**config.mk**
```make
export PLATFORM = sky130hd
export DESIGN_NAME = http3_stream_header_parser
export DESIGN_NICKNAME = d
export VERILOG_FILES = /design/src/rtl/h3sp_pkg.sv /design/src/rtl/http3_stream_header_parser.sv /design/src/rtl/h3sp_prefix_table.sv /design/src/rtl/h3sp_header_fsm.sv
export SDC_FILE = /design/constraint.sdc
export NUM_CORES = 2
export LEC_CHECK = 0
export ABC_AREA = 1
export BUFFER_PORTS_ARGS = -buffer_cell sky130_fd_sc_hd__buf_2
export CAP_MARGIN = 20
export CORE_ASPECT_RATIO = 0.5
export CORE_MARGIN = 2
export CORE_UTILIZATION = 55
export CTS_CLUSTER_DIAMETER = 50
export DETAILED_ROUTE_END_ITERATION = 12
export PLACE_DENSITY = 0.84
export SYNTH_ARGS = -nofsm -noshare
export SYNTH_HDL_FRONTEND = slang
export SYNTH_SLANG_ARGS = --single-unit
```
**constraint.sdc**
```tcl
create_clock -name clk -period 17.1 [get_ports clk]
set_input_delay 3.42 -clock clk [delete_from_list [all_inputs] [get_ports clk]]
set_output_delay 3.42 -clock clk [all_outputs]
set_load 0.01 [all_outputs]
```
**src/rtl/h3sp_pkg.sv**
```systemverilog
package h3sp_pkg;

  // Default number of declared session prefix slots
  localparam int PREFIX_SLOTS_DEF = 8;

  localparam int VAL_W = 62;

  // Item functions
  typedef enum logic [1:0] {
    FN_STREAM  = 2'd0,
    FN_DECLARE = 2'd1,
    FN_REMOVE  = 2'd2
  } func_t;

  // Result status codes
  typedef enum logic [3:0] {
    ST_PENDING      = 4'd0,
    ST_HDR_DONE     = 4'd1,
    ST_PAYLOAD      = 4'd2,
    ST_UNKNOWN_TYPE = 4'd3,
    ST_REFUSED_TYPE = 4'd4,
    ST_UNKNOWN_SESS = 4'd5,
    ST_DECLARED     = 4'd6,
    ST_DUPLICATE    = 4'd7,
    ST_FULL         = 4'd8,
    ST_REMOVED      = 4'd9,
    ST_NOT_FOUND    = 4'd10
  } status_t;

  // Per-stream header phase
  typedef enum logic [5:0] {
    PH_TYPE        = 6'b000001,
    PH_SESSION     = 6'b000010,
    PH_PAYLOAD     = 6'b000100,
    PH_ERR_UNKNOWN = 6'b001000,
    PH_ERR_REFUSED = 6'b010000,
    PH_ERR_SESSION = 6'b100000
  } phase_t;

  // Stream type codes
  localparam logic [VAL_W-1:0] TYPE_CONTROL   = 62'h00;
  localparam logic [VAL_W-1:0] TYPE_PUSH      = 62'h01;
  localparam logic [VAL_W-1:0] TYPE_QPACK_ENC = 62'h02;
  localparam logic [VAL_W-1:0] TYPE_QPACK_DEC = 62'h03;
  localparam logic [VAL_W-1:0] TYPE_WT_UNI    = 62'h54;
  localparam logic [VAL_W-1:0] TYPE_WT_BIDI   = 62'h41;

  typedef struct packed {
    logic [1:0]       func;
    logic             stream_start;
    logic             is_bidir;
    logic [7:0]       data_byte;
    logic [VAL_W-1:0] prefix_value;
  } h3sp_in_t;

  typedef struct packed {
    logic [3:0]       status;
    logic [VAL_W-1:0] stream_type;
    logic [VAL_W-1:0] context_id;
    logic             is_webtransport;
    logic [2:0]       prefix_slot;
    logic [7:0]       payload_byte;
  } h3sp_out_t;

  // Prefix table lookup result handed to the header logic
  typedef struct packed {
    logic       hit;
    logic [2:0] slot;
  } pfx_look_t;

  // Varint length in bytes from the two top bits of its first byte
  function automatic logic [3:0] vlen(input logic [1:0] sel);
    logic [3:0] len;
    len = 4'd1 << sel;
    return len;
  endfunction

endpackage

```
**src/rtl/http3_stream_header_parser.sv**
```systemverilog
// HTTP/3 incoming stream header parser with a session prefix table.
// in_item carries one stream byte (func stream), or a prefix to declare
// or remove. Each item yields exactly one out_item: its status, the decoded
// stream type, the WebTransport session id and table slot where they apply,
// and the byte itself once the header is done.
// Both channels are valid/ready. An item is registered on acceptance and
// is processed once the output register is free or being emptied, when its
// result is loaded into the output register. One item per cycle is
// sustained while out_ready stays high; the varint assembly and the
// parallel compare against all prefix slots sit between the input and
// output registers.
// When out_ready is low, the result holds; an item in the input register
// stays there and in_ready drops until the result is taken.
// Reset clears both valid bits, the stream header state and all prefix
// valid bits; the block accepts items in the first cycle after reset.
module http3_stream_header_parser import h3sp_pkg::*; #(
  parameter int PREFIX_SLOTS = PREFIX_SLOTS_DEF
) (
  input  logic      clk,
  input  logic      rst,
  input  logic      in_valid,
  output logic      in_ready,
  input  h3sp_in_t  in_item,
  output logic      out_valid,
  input  logic      out_ready,
  output h3sp_out_t out_item
);

  logic             s1_valid;
  h3sp_in_t         s1_item;
  logic             adv;
  logic [VAL_W-1:0] sess_key;
  pfx_look_t        look;
  h3sp_out_t        fsm_res;
  h3sp_out_t        tbl_res;
  h3sp_out_t        res;

  // Process the held item when the output register is free
  assign adv      = s1_valid && (!out_valid || out_ready);
  assign in_ready = !s1_valid || adv;

  always_ff @(posedge clk) begin
    if (rst) begin
      s1_valid <= 1'b0;
    end else if (in_ready) begin
      s1_valid <= in_valid;
    end
  end

  always_ff @(posedge clk) begin
    if (in_ready && in_valid) begin
      s1_item <= in_item;
    end
  end

  h3sp_header_fsm u_fsm (
    .clk      (clk),
    .rst      (rst),
    .en       (adv),
    .in_item  (s1_item),
    .look     (look),
    .sess_key (sess_key),
    .res      (fsm_res)
  );

  h3sp_prefix_table #(
    .PREFIX_SLOTS (PREFIX_SLOTS)
  ) u_table (
    .clk      (clk),
    .rst      (rst),
    .en       (adv),
    .in_item  (s1_item),
    .sess_key (sess_key),
    .look     (look),
    .res      (tbl_res)
  );

  // Select the result by function
  always_comb begin
    case (s1_item.func)
      FN_STREAM:  res = fsm_res;
      FN_DECLARE: res = tbl_res;
      FN_REMOVE:  res = tbl_res;
      default:    res = '0;
    endcase
  end

  always_ff @(posedge clk) begin
    if (rst) begin
      out_valid <= 1'b0;
    end else if (adv) begin
      out_valid <= 1'b1;
    end else if (out_ready) begin
      out_valid <= 1'b0;
    end
  end

  always_ff @(posedge clk) begin
    if (adv) begin
      out_item <= res;
    end
  end

`ifndef NO_ASSERTIONS
  a_adv_loads_out: assert property (@(posedge clk) disable iff (rst)
    adv |=> out_valid)
    else $error("processed item did not reach the output register");

  a_stall_blocks_in: assert property (@(posedge clk) disable iff (rst)
    s1_valid && out_valid && !out_ready |-> !in_ready)
    else $error("input taken while held item is stalled");

  a_payload_byte: assert property (@(posedge clk) disable iff (rst)
    out_valid && out_item.status != ST_PAYLOAD |-> out_item.payload_byte == 8'd0)
    else $error("payload byte on a non-payload result");

  a_wt_status: assert property (@(posedge clk) disable iff (rst)
    out_valid && out_item.is_webtransport |->
      out_item.status == ST_HDR_DONE || out_item.status == ST_UNKNOWN_SESS)
    else $error("session id reported without header completion");
`endif

endmodule

```
**src/rtl/h3sp_prefix_table.sv**
```systemverilog
module h3sp_prefix_table import h3sp_pkg::*; #(
  parameter int PREFIX_SLOTS = PREFIX_SLOTS_DEF
) (
  input  logic             clk,
  input  logic             rst,
  input  logic             en,
  input  h3sp_in_t         in_item,
  input  logic [VAL_W-1:0] sess_key,
  output pfx_look_t        look,
  output h3sp_out_t        res
);

  logic [VAL_W-1:0]        pfx_val [PREFIX_SLOTS];
  logic [PREFIX_SLOTS-1:0] pfx_valid;
  logic [PREFIX_SLOTS-1:0] pfx_valid_next;

  logic [VAL_W-1:0]        key;
  logic [PREFIX_SLOTS-1:0] hit_vec;
  logic [PREFIX_SLOTS-1:0] hit_one;
  logic [PREFIX_SLOTS-1:0] free_one;
  logic [PREFIX_SLOTS-1:0] wr_one;
  logic [PREFIX_SLOTS-1:0] clr_one;
  logic                    hit_any;
  logic                    free_any;
  logic [2:0]              hit_slot;
  logic [2:0]              free_slot;

  // Stream bytes look up the session id, table items their own prefix
  assign key = (in_item.func == FN_STREAM) ? sess_key : in_item.prefix_value;

  // Compare all slots in parallel
  always_comb begin
    for (int i = 0; i < PREFIX_SLOTS; i++) begin
      hit_vec[i] = pfx_valid[i] && (pfx_val[i] == key);
    end
  end

  // Pick the lowest matching and the lowest free slot
  always_comb begin
    hit_any   = 1'b0;
    hit_one   = '0;
    hit_slot  = '0;
    free_any  = 1'b0;
    free_one  = '0;
    free_slot = '0;
    for (int i = 0; i < PREFIX_SLOTS; i++) begin
      if (hit_vec[i] && !hit_any) begin
        hit_any    = 1'b1;
        hit_one[i] = 1'b1;
        hit_slot   = 3'(i);
      end
      if (!pfx_valid[i] && !free_any) begin
        free_any    = 1'b1;
        free_one[i] = 1'b1;
        free_slot   = 3'(i);
      end
    end
  end

  assign look.hit  = hit_any;
  assign look.slot = hit_slot;

  // Declare fills the lowest free slot, remove drops the matching one
  always_comb begin
    wr_one = '0;
    clr_one = '0;
    res = '0;
    case (in_item.func)
      FN_DECLARE: begin
        if (hit_any) begin
          res.status      = ST_DUPLICATE;
          res.prefix_slot = hit_slot;
        end else if (free_any) begin
          wr_one          = free_one;
          res.status      = ST_DECLARED;
          res.prefix_slot = free_slot;
        end else begin
          res.status = ST_FULL;
        end
      end
      FN_REMOVE: begin
        if (hit_any) begin
          clr_one         = hit_one;
          res.status      = ST_REMOVED;
          res.prefix_slot = hit_slot;
        end else begin
          res.status = ST_NOT_FOUND;
        end
      end
      default: begin
        res = '0;
      end
    endcase
  end

  assign pfx_valid_next = (pfx_valid | wr_one) & ~clr_one;

  always_ff @(posedge clk) begin
    if (rst) begin
      pfx_valid <= '0;
    end else if (en) begin
      pfx_valid <= pfx_valid_next;
    end
  end

  // Prefix values carry no reset
  always_ff @(posedge clk) begin
    for (int i = 0; i < PREFIX_SLOTS; i++) begin
      if (en && wr_one[i]) begin
        pfx_val[i] <= key;
      end
    end
  end

endmodule

```
**src/rtl/h3sp_header_fsm.sv**
```systemverilog
module h3sp_header_fsm import h3sp_pkg::*; (
  input  logic             clk,
  input  logic             rst,
  input  logic             en,
  input  h3sp_in_t         in_item,
  input  pfx_look_t        look,
  output logic [VAL_W-1:0] sess_key,
  output h3sp_out_t        res
);

  phase_t           phase, phase_next, cur_phase;
  logic [3:0]       type_cnt, type_cnt_next, cur_tcnt;
  logic [3:0]       type_len, type_len_next, cur_tlen;
  logic [VAL_W-1:0] type_val, type_val_next, cur_type;
  logic [3:0]       sess_cnt, sess_cnt_next;
  logic [3:0]       sess_len, sess_len_next;
  logic [VAL_W-1:0] sess_acc, sess_acc_next;

  logic [7:0]       b;
  logic [3:0]       tcnt_inc;
  logic [3:0]       tlen_new;
  logic [VAL_W-1:0] type_new;
  logic [3:0]       scnt_inc;
  logic [3:0]       slen_new;
  logic [VAL_W-1:0] sess_new;

  assign b = in_item.data_byte;

  // Stream start clears the header state ahead of this byte
  always_comb begin
    cur_phase = phase;
    cur_tcnt  = type_cnt;
    cur_tlen  = type_len;
    cur_type  = type_val;
    if (in_item.stream_start) begin
      cur_phase = PH_TYPE;
      cur_tcnt  = '0;
      cur_tlen  = '0;
      cur_type  = '0;
    end
  end

  // Accumulate one varint byte for the type and for the session id
  assign tcnt_inc = cur_tcnt + 4'd1;
  assign tlen_new = (cur_tcnt == 4'd0) ? vlen(b[7:6]) : cur_tlen;
  assign type_new = (cur_tcnt == 4'd0) ? {56'b0, b[5:0]} : {cur_type[VAL_W-9:0], b};
  assign scnt_inc = sess_cnt + 4'd1;
  assign slen_new = (sess_cnt == 4'd0) ? vlen(b[7:6]) : sess_len;
  assign sess_new = (sess_cnt == 4'd0) ? {56'b0, b[5:0]} : {sess_acc[VAL_W-9:0], b};

  assign sess_key = sess_new;

  always_comb begin
    phase_next    = phase;
    type_cnt_next = type_cnt;
    type_len_next = type_len;
    type_val_next = type_val;
    sess_cnt_next = sess_cnt;
    sess_len_next = sess_len;
    sess_acc_next = sess_acc;
    res           = '0;
    if (in_item.func == FN_STREAM) begin
      phase_next    = cur_phase;
      type_cnt_next = cur_tcnt;
      type_len_next = cur_tlen;
      type_val_next = cur_type;
      case (cur_phase)
        PH_PAYLOAD: begin
          res.status       = ST_PAYLOAD;
          res.stream_type  = cur_type;
          res.payload_byte = b;
        end
        PH_ERR_UNKNOWN: res.status = ST_UNKNOWN_TYPE;
        PH_ERR_REFUSED: res.status = ST_REFUSED_TYPE;
        PH_ERR_SESSION: res.status = ST_UNKNOWN_SESS;
        PH_TYPE: begin
          type_cnt_next = tcnt_inc;
          type_len_next = tlen_new;
          type_val_next = type_new;
          // Classify the type once its last byte is in
          if (tcnt_inc == tlen_new) begin
            res.stream_type = type_new;
            sess_cnt_next   = '0;
            if (in_item.is_bidir) begin
              if (type_new == TYPE_WT_BIDI) begin
                phase_next = PH_SESSION;
              end else begin
                phase_next = PH_ERR_UNKNOWN;
                res.status = ST_UNKNOWN_TYPE;
              end
            end else if (type_new == TYPE_CONTROL || type_new == TYPE_QPACK_ENC ||
                         type_new == TYPE_QPACK_DEC) begin
              phase_next = PH_PAYLOAD;
              res.status = ST_HDR_DONE;
            end else if (type_new == TYPE_PUSH) begin
              phase_next = PH_ERR_REFUSED;
              res.status = ST_REFUSED_TYPE;
            end else if (type_new == TYPE_WT_UNI) begin
              phase_next = PH_SESSION;
            end else begin
              phase_next = PH_ERR_UNKNOWN;
              res.status = ST_UNKNOWN_TYPE;
            end
          end
        end
        PH_SESSION: begin
          res.stream_type = cur_type;
          sess_cnt_next   = scnt_inc;
          sess_len_next   = slen_new;
          sess_acc_next   = sess_new;
          // Look up the finished session id
          if (scnt_inc == slen_new) begin
            res.context_id      = sess_new;
            res.is_webtransport = 1'b1;
            if (look.hit) begin
              phase_next      = PH_PAYLOAD;
              res.status      = ST_HDR_DONE;
              res.prefix_slot = look.slot;
            end else begin
              phase_next = PH_ERR_SESSION;
              res.status = ST_UNKNOWN_SESS;
            end
          end
        end
        default: begin
          res = '0;
        end
      endcase
    end
  end

  always_ff @(posedge clk) begin
    if (rst) begin
      phase    <= PH_TYPE;
      type_cnt <= '0;
      type_len <= '0;
      type_val <= '0;
      sess_cnt <= '0;
      sess_len <= '0;
    end else if (en) begin
      phase    <= phase_next;
      type_cnt <= type_cnt_next;
      type_len <= type_len_next;
      type_val <= type_val_next;
      sess_cnt <= sess_cnt_next;
      sess_len <= sess_len_next;
    end
  end

  // Session accumulator needs no reset
  always_ff @(posedge clk) begin
    if (en) begin
      sess_acc <= sess_acc_next;
    end
  end

endmodule
```
Yosys cells after proc, flatten, opt, wreduce, memory -nomap -nowiden
Memory sizes are Yosys's and may differ from the RTL's.
Cells that the tools add are included.
W data, S select, Z words.
{ "word_totals": {"word_cells": 261, "regBits": 362, "ram_bits": 496, "mem_count": 1, "out_inout_bits": 142} }
{ "mem_list": {"columns": ["name", "depth", "width", "read_ports", "rd_ports_with_merged_regs", "wr", "line_no", "source"], "rows": [
  ["u_table.pfx_val", 8, 62, 8, 0, 1, "h3sp_prefix_table.sv:13", "logic [VAL_W-1:0] pfx_val [PREFIX_SLOTS];"]
]} }
{ "op_classes": {"n_shift": 1, "addsub": 2, "n_mux": 133, "bitwise": 3, "reduce_logical": 76, "n_eq_ne": 24} }
{ "ops": {"columns": ["op", "count"], "rows": [
  ["$mux W62", 12],
  ["$eq A62 B62 Y1", 8],
  ["$reduce_or A62 Y1", 7],
  ["$pmux W140 S2", 1],
  ["$mux W66", 3],
  ["$eq A62 B2 Y1 const B", 2],
  ["$eq A62 B7 Y1 const B", 2],
  ["$pmux W62 S2", 1],
  ["$mux W4", 16],
  ["$eq A62 B1 Y1 const B", 1],
  ["$logic_not A62 Y1", 1],
  ["$mux W3", 20],
  ["$mux W1", 57],
  ["$mux W8", 6],
  ["$mux W6", 6],
  ["$logic_and A1 B1 Y1", 32],
  ["$pmux W4 S6", 1],
  ["$logic_not A1 Y1", 22],
  ["$mux W2", 7],
  ["$pmux W6 S2", 1],
  ["$add A4 B1 Y4 const B", 2],
  ["$and A8 B8 Y8", 1],
  ["$eq A4 B4 Y1", 2],
  ["$logic_not A4 Y1", 2],
  ["other kinds (21)", 26]
]} }

Longest topological paths before layout
{ "logic_depth": {"ltp_word": 40, "depth_mapped": 25, "depth_no_buf": 23} }

Modules after synthesis
Synthesis repeated with hierarchy kept, for this count alone.
{ "unflattened": {"hier_cells": 4914, "hier_area_um2": 43972.2} }
{ "modules_own_cells": {"columns": ["module", "cells_per_inst", "area_each_um2", "instances"], "rows": [
  ["h3sp_prefix_table", 2852, 26036.2, 1],
  ["h3sp_header_fsm", 1364, 9108.7, 1],
  ["http3_stream_header_parser", 698, 8827.2, 1]
]} }

Least setup slack after synthesis
No wires, ideal clock.
{ "synth_timing": {"path_kind": "in2reg", "from": "input port out_ready", "to": "memory u_table.pfx_val[0][0], enable pin", "path_buffers": 0, "required_ps": 16618, "setup_time_ps": 482, "arrival_time_ps": 9678, "stages": 8, "setup_slack_ps": 6939, "path_cell_list": "inv_1 nand2_1 nand2_1 inv_1 nand2_1 nor2_1 nand3_1 nor2_1"} }
{ "synth_between": {"elab_chain_len": 13, "elab_cells_between_ends": 47} }
{ "synth_rtl": {"columns": ["item", "line_no", "source"], "rows": [
  ["start: declaration", "http3_stream_header_parser.sv:25", "input logic out_ready,"],
  ["$logic_or A1 B1 Y1 (*)", "http3_stream_header_parser.sv:39", "assign adv = s1_valid && (!out_valid || out_ready);"],
  ["$logic_and A1 B1 Y1 (*)", "http3_stream_header_parser.sv:39", null],
  ["via adv", "http3_stream_header_parser.sv:31", "logic adv;"],
  ["$logic_and A1 B1 Y1", "h3sp_prefix_table.sv:109", "if (en && wr_one[i]) begin"],
  ["$mux W1", "h3sp_prefix_table.sv:109", null],
  ["$mux W1 (implied by the code)", "h3sp_prefix_table.sv:110", "pfx_val[i] <= key;"],
  ["$reduce_or A62 Y1 (no line)", null, null],
  ["$mux W3 (no line) or $mux W1 (tied branches) (7 in a row)", null, null],
  ["end: declaration", "h3sp_prefix_table.sv:13", null]
]} }
The timed path passes the listed nets; every way through them passes the cells marked *.

Final worst setup path
{ "layout_timing": {"from": "input port out_ready", "to": "output port in_ready"} }
{ "layout_between": {"elab_chain_len": 3} }
{ "layout_rtl": {"columns": ["item", "line_no", "source"], "rows": [
  ["$logic_or A1 B1 Y1", "http3_stream_header_parser.sv:39", null],
  ["$logic_and A1 B1 Y1", "http3_stream_header_parser.sv:39", null],
  ["$logic_or A1 B1 Y1", "http3_stream_header_parser.sv:40", "assign in_ready = !s1_valid || adv;"],
  ["end: declaration", "http3_stream_header_parser.sv:22", "output logic in_ready,"]
]} }
Every way passes these cells.

==> out/results.tsv <==
metric	value	unit
run status	finished clean	
CP endpoint kind	output port	
die width	398	µm
Hold Violations, Final	0	
crit path launch	out_ready	
Hold Crit Depth	2	
Main synth FF type	edfxtp_1	
hold_buf cts	0	
vias in the first global route	32000	
CP required	13.68	ns
cell count after synthesis	4460	
Residual DRC	0	
largest net degree at the start of global routing	125	
Avg WL per Cell	24.1	µm
initial antenna violation count	2	
Max Slew Vio Count	0	
Worst Tran Pin Value	1.10	ns
site row count	72	
clk_skew	0.0318	ns
R2R Path Start	s1_item[72]	
commonest non-fill, non-tap cell in the layout	nand2_1	
Worst Hold Class	flip-flop to flip-flop	
CTS tree	done	
CORE AREA	0.0771	mm²
Final ANT Viol Nets	0	
H-Tree Depth	3	
Final HPWL DP	96500	µm
hold_ws	0.473	ns
Synthesized Nets	4546	
Die H	201	µm
Post-CTS Setup Bufs	0	
layout cell share with drive strength beyond 1	11.6	%
mux cell area share after synthesis	0	%
DRT Pass-1 Iters	9	
Synth Register Bits	858	
Setup CP Type	primary input to output port	
GR Overflow Total	0	
DRT iter0 DRCs	4885	
crit path capture	in_ready	
Post-synth EDFFs	764	
Leak	0.0187	µW
Root Driver	clkbuf_16	
CTS-repair resized insts	0	
Max VDD drop	66.0	µV
most frequent cells in the layout	nand2_1 (1020), edfxtp_1 (764), nor2_1 (521)	
Clock Path Buffers	3	
pwr/cell area	98.5	mW/mm²
worst-path fanout max	3	
area of the die	0.0801	mm²
most frequent CP cell	buf_2	
clock buffer count from CTS	78	
vias	34300	
simple-gate share of the synthesized area	25.5	%
asr flop ratio synth	0	%
# Max-Cap Violations	0	
first-pass GRT wire length	202000	µm
P&R area growth vs syn	11.4	%
Achievable Freq	137	MHz
Final nets	4745	
Fill cells	6161	
Buffers on Ports	219	
initial core utilization	55.4	%
final period utilization	42.6	%
flop2flop setup slack	10.67	ns
worst slack, placed	9.83	ns
Final Wtd Congestion	0.991	
syn_area_per_cell	9.58	µm²
Synth Area in Compound Gates	4.28	%
Critical Path AT	3.86	ns
startpoint type of the worst setup path	primary input	
reg2reg path depth	18	
CP Cell Sequence	buf_2 > inv_1 > nand3_1 > buf_2	
final worst path period need	7.28	ns
xor/xnor share of the synthesized area	5.38	%
biggest cell delay along the critical path	0.17	ns
Clock Pin Slew Worst Setup and Hold Paths	0.07	ns
adder-cell share of the synthesized area	0.234	%
Ys Warns	0	
reg2reg end	u_table.pfx_val[0][41]	
Worst path slowest cell	buf_2	
Final setup viols	0	
Post-Route WL	139000	µm
num ports	220	
GRT Total Usage	34.1	%
Yosys cell types	63	
Relative slew margins	26.4	%
clock latency on the worst-skew pair	0.68	ns
# clock sinks	858	
register area share after synthesis	58.1	%
final setup margin	9.82	ns
RSZ-0062 raised after global routing	no	
largest family of logic cells by synthesized area	simple AND/OR/NAND/NOR gates	
vias per cell	5.95	
setup_tns	0	ns
Netlist Area Pre-Place	0.0427	mm²
## Yosys cell counts (4+ instances only)
cell type	n	share of area, %
buf_1	16	0.14
nand4_1	141	2.1
nand2_4	42	1.1
inv_1	528	4.6
edfxtp_1	764	54
a221o_1	4	0.094
nand3_1	309	3.6
ha_1	8	0.23
a211oi_1	4	0.070
nand2_2	19	0.28
xor2_1	81	1.7
dfxtp_1	94	4.4
buf_4	7	0.12
or2_2	9	0.13
buf_12	5	0.23
or2_1	10	0.15
o21ai_0	137	1.6
nand3_2	7	0.16
buf_6	7	0.18
nor2_2	5	0.073
nand2_1	1021	9.0
nor3_1	88	1.0
nand3_4	40	1.6
o211ai_1	17	0.30
and2_1	4	0.059
nor3b_1	7	0.12
a21oi_1	148	1.7
and3_1	6	0.088
nor2_1	525	4.6
buf_2	19	0.22
nor2b_1	4	0.059
xnor2_1	176	3.6
nand3b_1	39	0.69
a31oi_1	19	0.28
nor4_1	17	0.25
clkbuf_1	74	0.65
inv_2	19	0.17
## worst min path at each step
stage	start	end	slack, ns
4_1_cts	u_fsm.type_cnt[2]	u_fsm.type_cnt[2]	0.47
2_1_floorplan	u_fsm.phase[0]	u_fsm.phase[0]	0.44
6_report	u_fsm.type_cnt[2]	u_fsm.type_cnt[2]	0.47
5_1_grt	u_fsm.type_cnt[2]	u_fsm.type_cnt[2]	0.51
3_5_place_dp	u_fsm.type_cnt[2]	u_fsm.type_cnt[2]	0.46
3_3_place_gp	u_fsm.type_cnt[2]	u_fsm.type_cnt[2]	0.45
## where the power goes
| group | internal, µW | leakage [µW] | total [µW] | switching, µW |
|---|---|---|---|---|
| clock | 1110 | 0.00135 | 1940 | 836 |
| sequential | 2320 | 0.00785 | 2330 | 17.8 |
| combinational | 98.7 | 0.00954 | 411 | 312 |
## worst max-delay path, delay by kind of cell
family / cells / cell delay, ns
buf+inv: 3 / 0.33
simple gates: 1 / 0.11
## state kept, by name (all words and copies together), names as in the netlist, 4 cells and up
| register | flops |
|---|---|
| u_table.pfx_val | 496 |
| out_item | 140 |
| s1_item | 74 |
| u_fsm.type_val | 62 |
| u_fsm.sess_acc | 54 |
| u_table.pfx_valid | 8 |
| u_fsm.phase | 6 |
| u_fsm.sess_cnt | 4 |
| u_fsm.sess_len | 4 |
| u_fsm.type_cnt | 4 |
| u_fsm.type_len | 4 |
## metrics by stage
step                      std cells  area (µm²)  utilization, %  power [µW]
final                          5762       47600            61.7        4690
after global routing           5762       47600            61.7        4790
after CTS                      5757       47500            61.6        4670
after detailed placement       5611       44700            58.0        2770
after global placement         5610       44700            58.0        2760
after floorplan                4460       42700               -        2620
## kinds of logic (layout without fill, tap and decap cells)
logic type	Yosys count	count (layout)
buf+inv	681	946
xor+xnor	260	260
simple gates	2312	2312
compound gates	341	341
flops	858	858
other cells	0	1
fa+ha+maj	8	8
## routing by layer
layer  GRT usage, %  up-vias  routed length [µm]
met5              0        -                  13
met4           13.3        2                5510
met3           8.68      316               18100
met2           50.6     2243               60400
met1           48.4    16400               54600
li1               -    15300                   -
## final cells by class
cell class | count | area (µm²) | share of cell area, %
Inverter | 550 | 2070 | 4.36
Timing Repair Buffer | 250 | 1410 | 2.95
Clock buffer | 94 | 2120 | 4.45
Clock inverter | 52 | 661 | 1.39
Antenna cell | 1 | 2.50 | 0.00526
Tap cell | 1036 | 1300 | 2.72
Sequential cell | 858 | 24800 | 52.2
Multi-Input combinational cell | 2921 | 15200 | 32.0
Note: power is estimated with default switching activity, not from simulation.
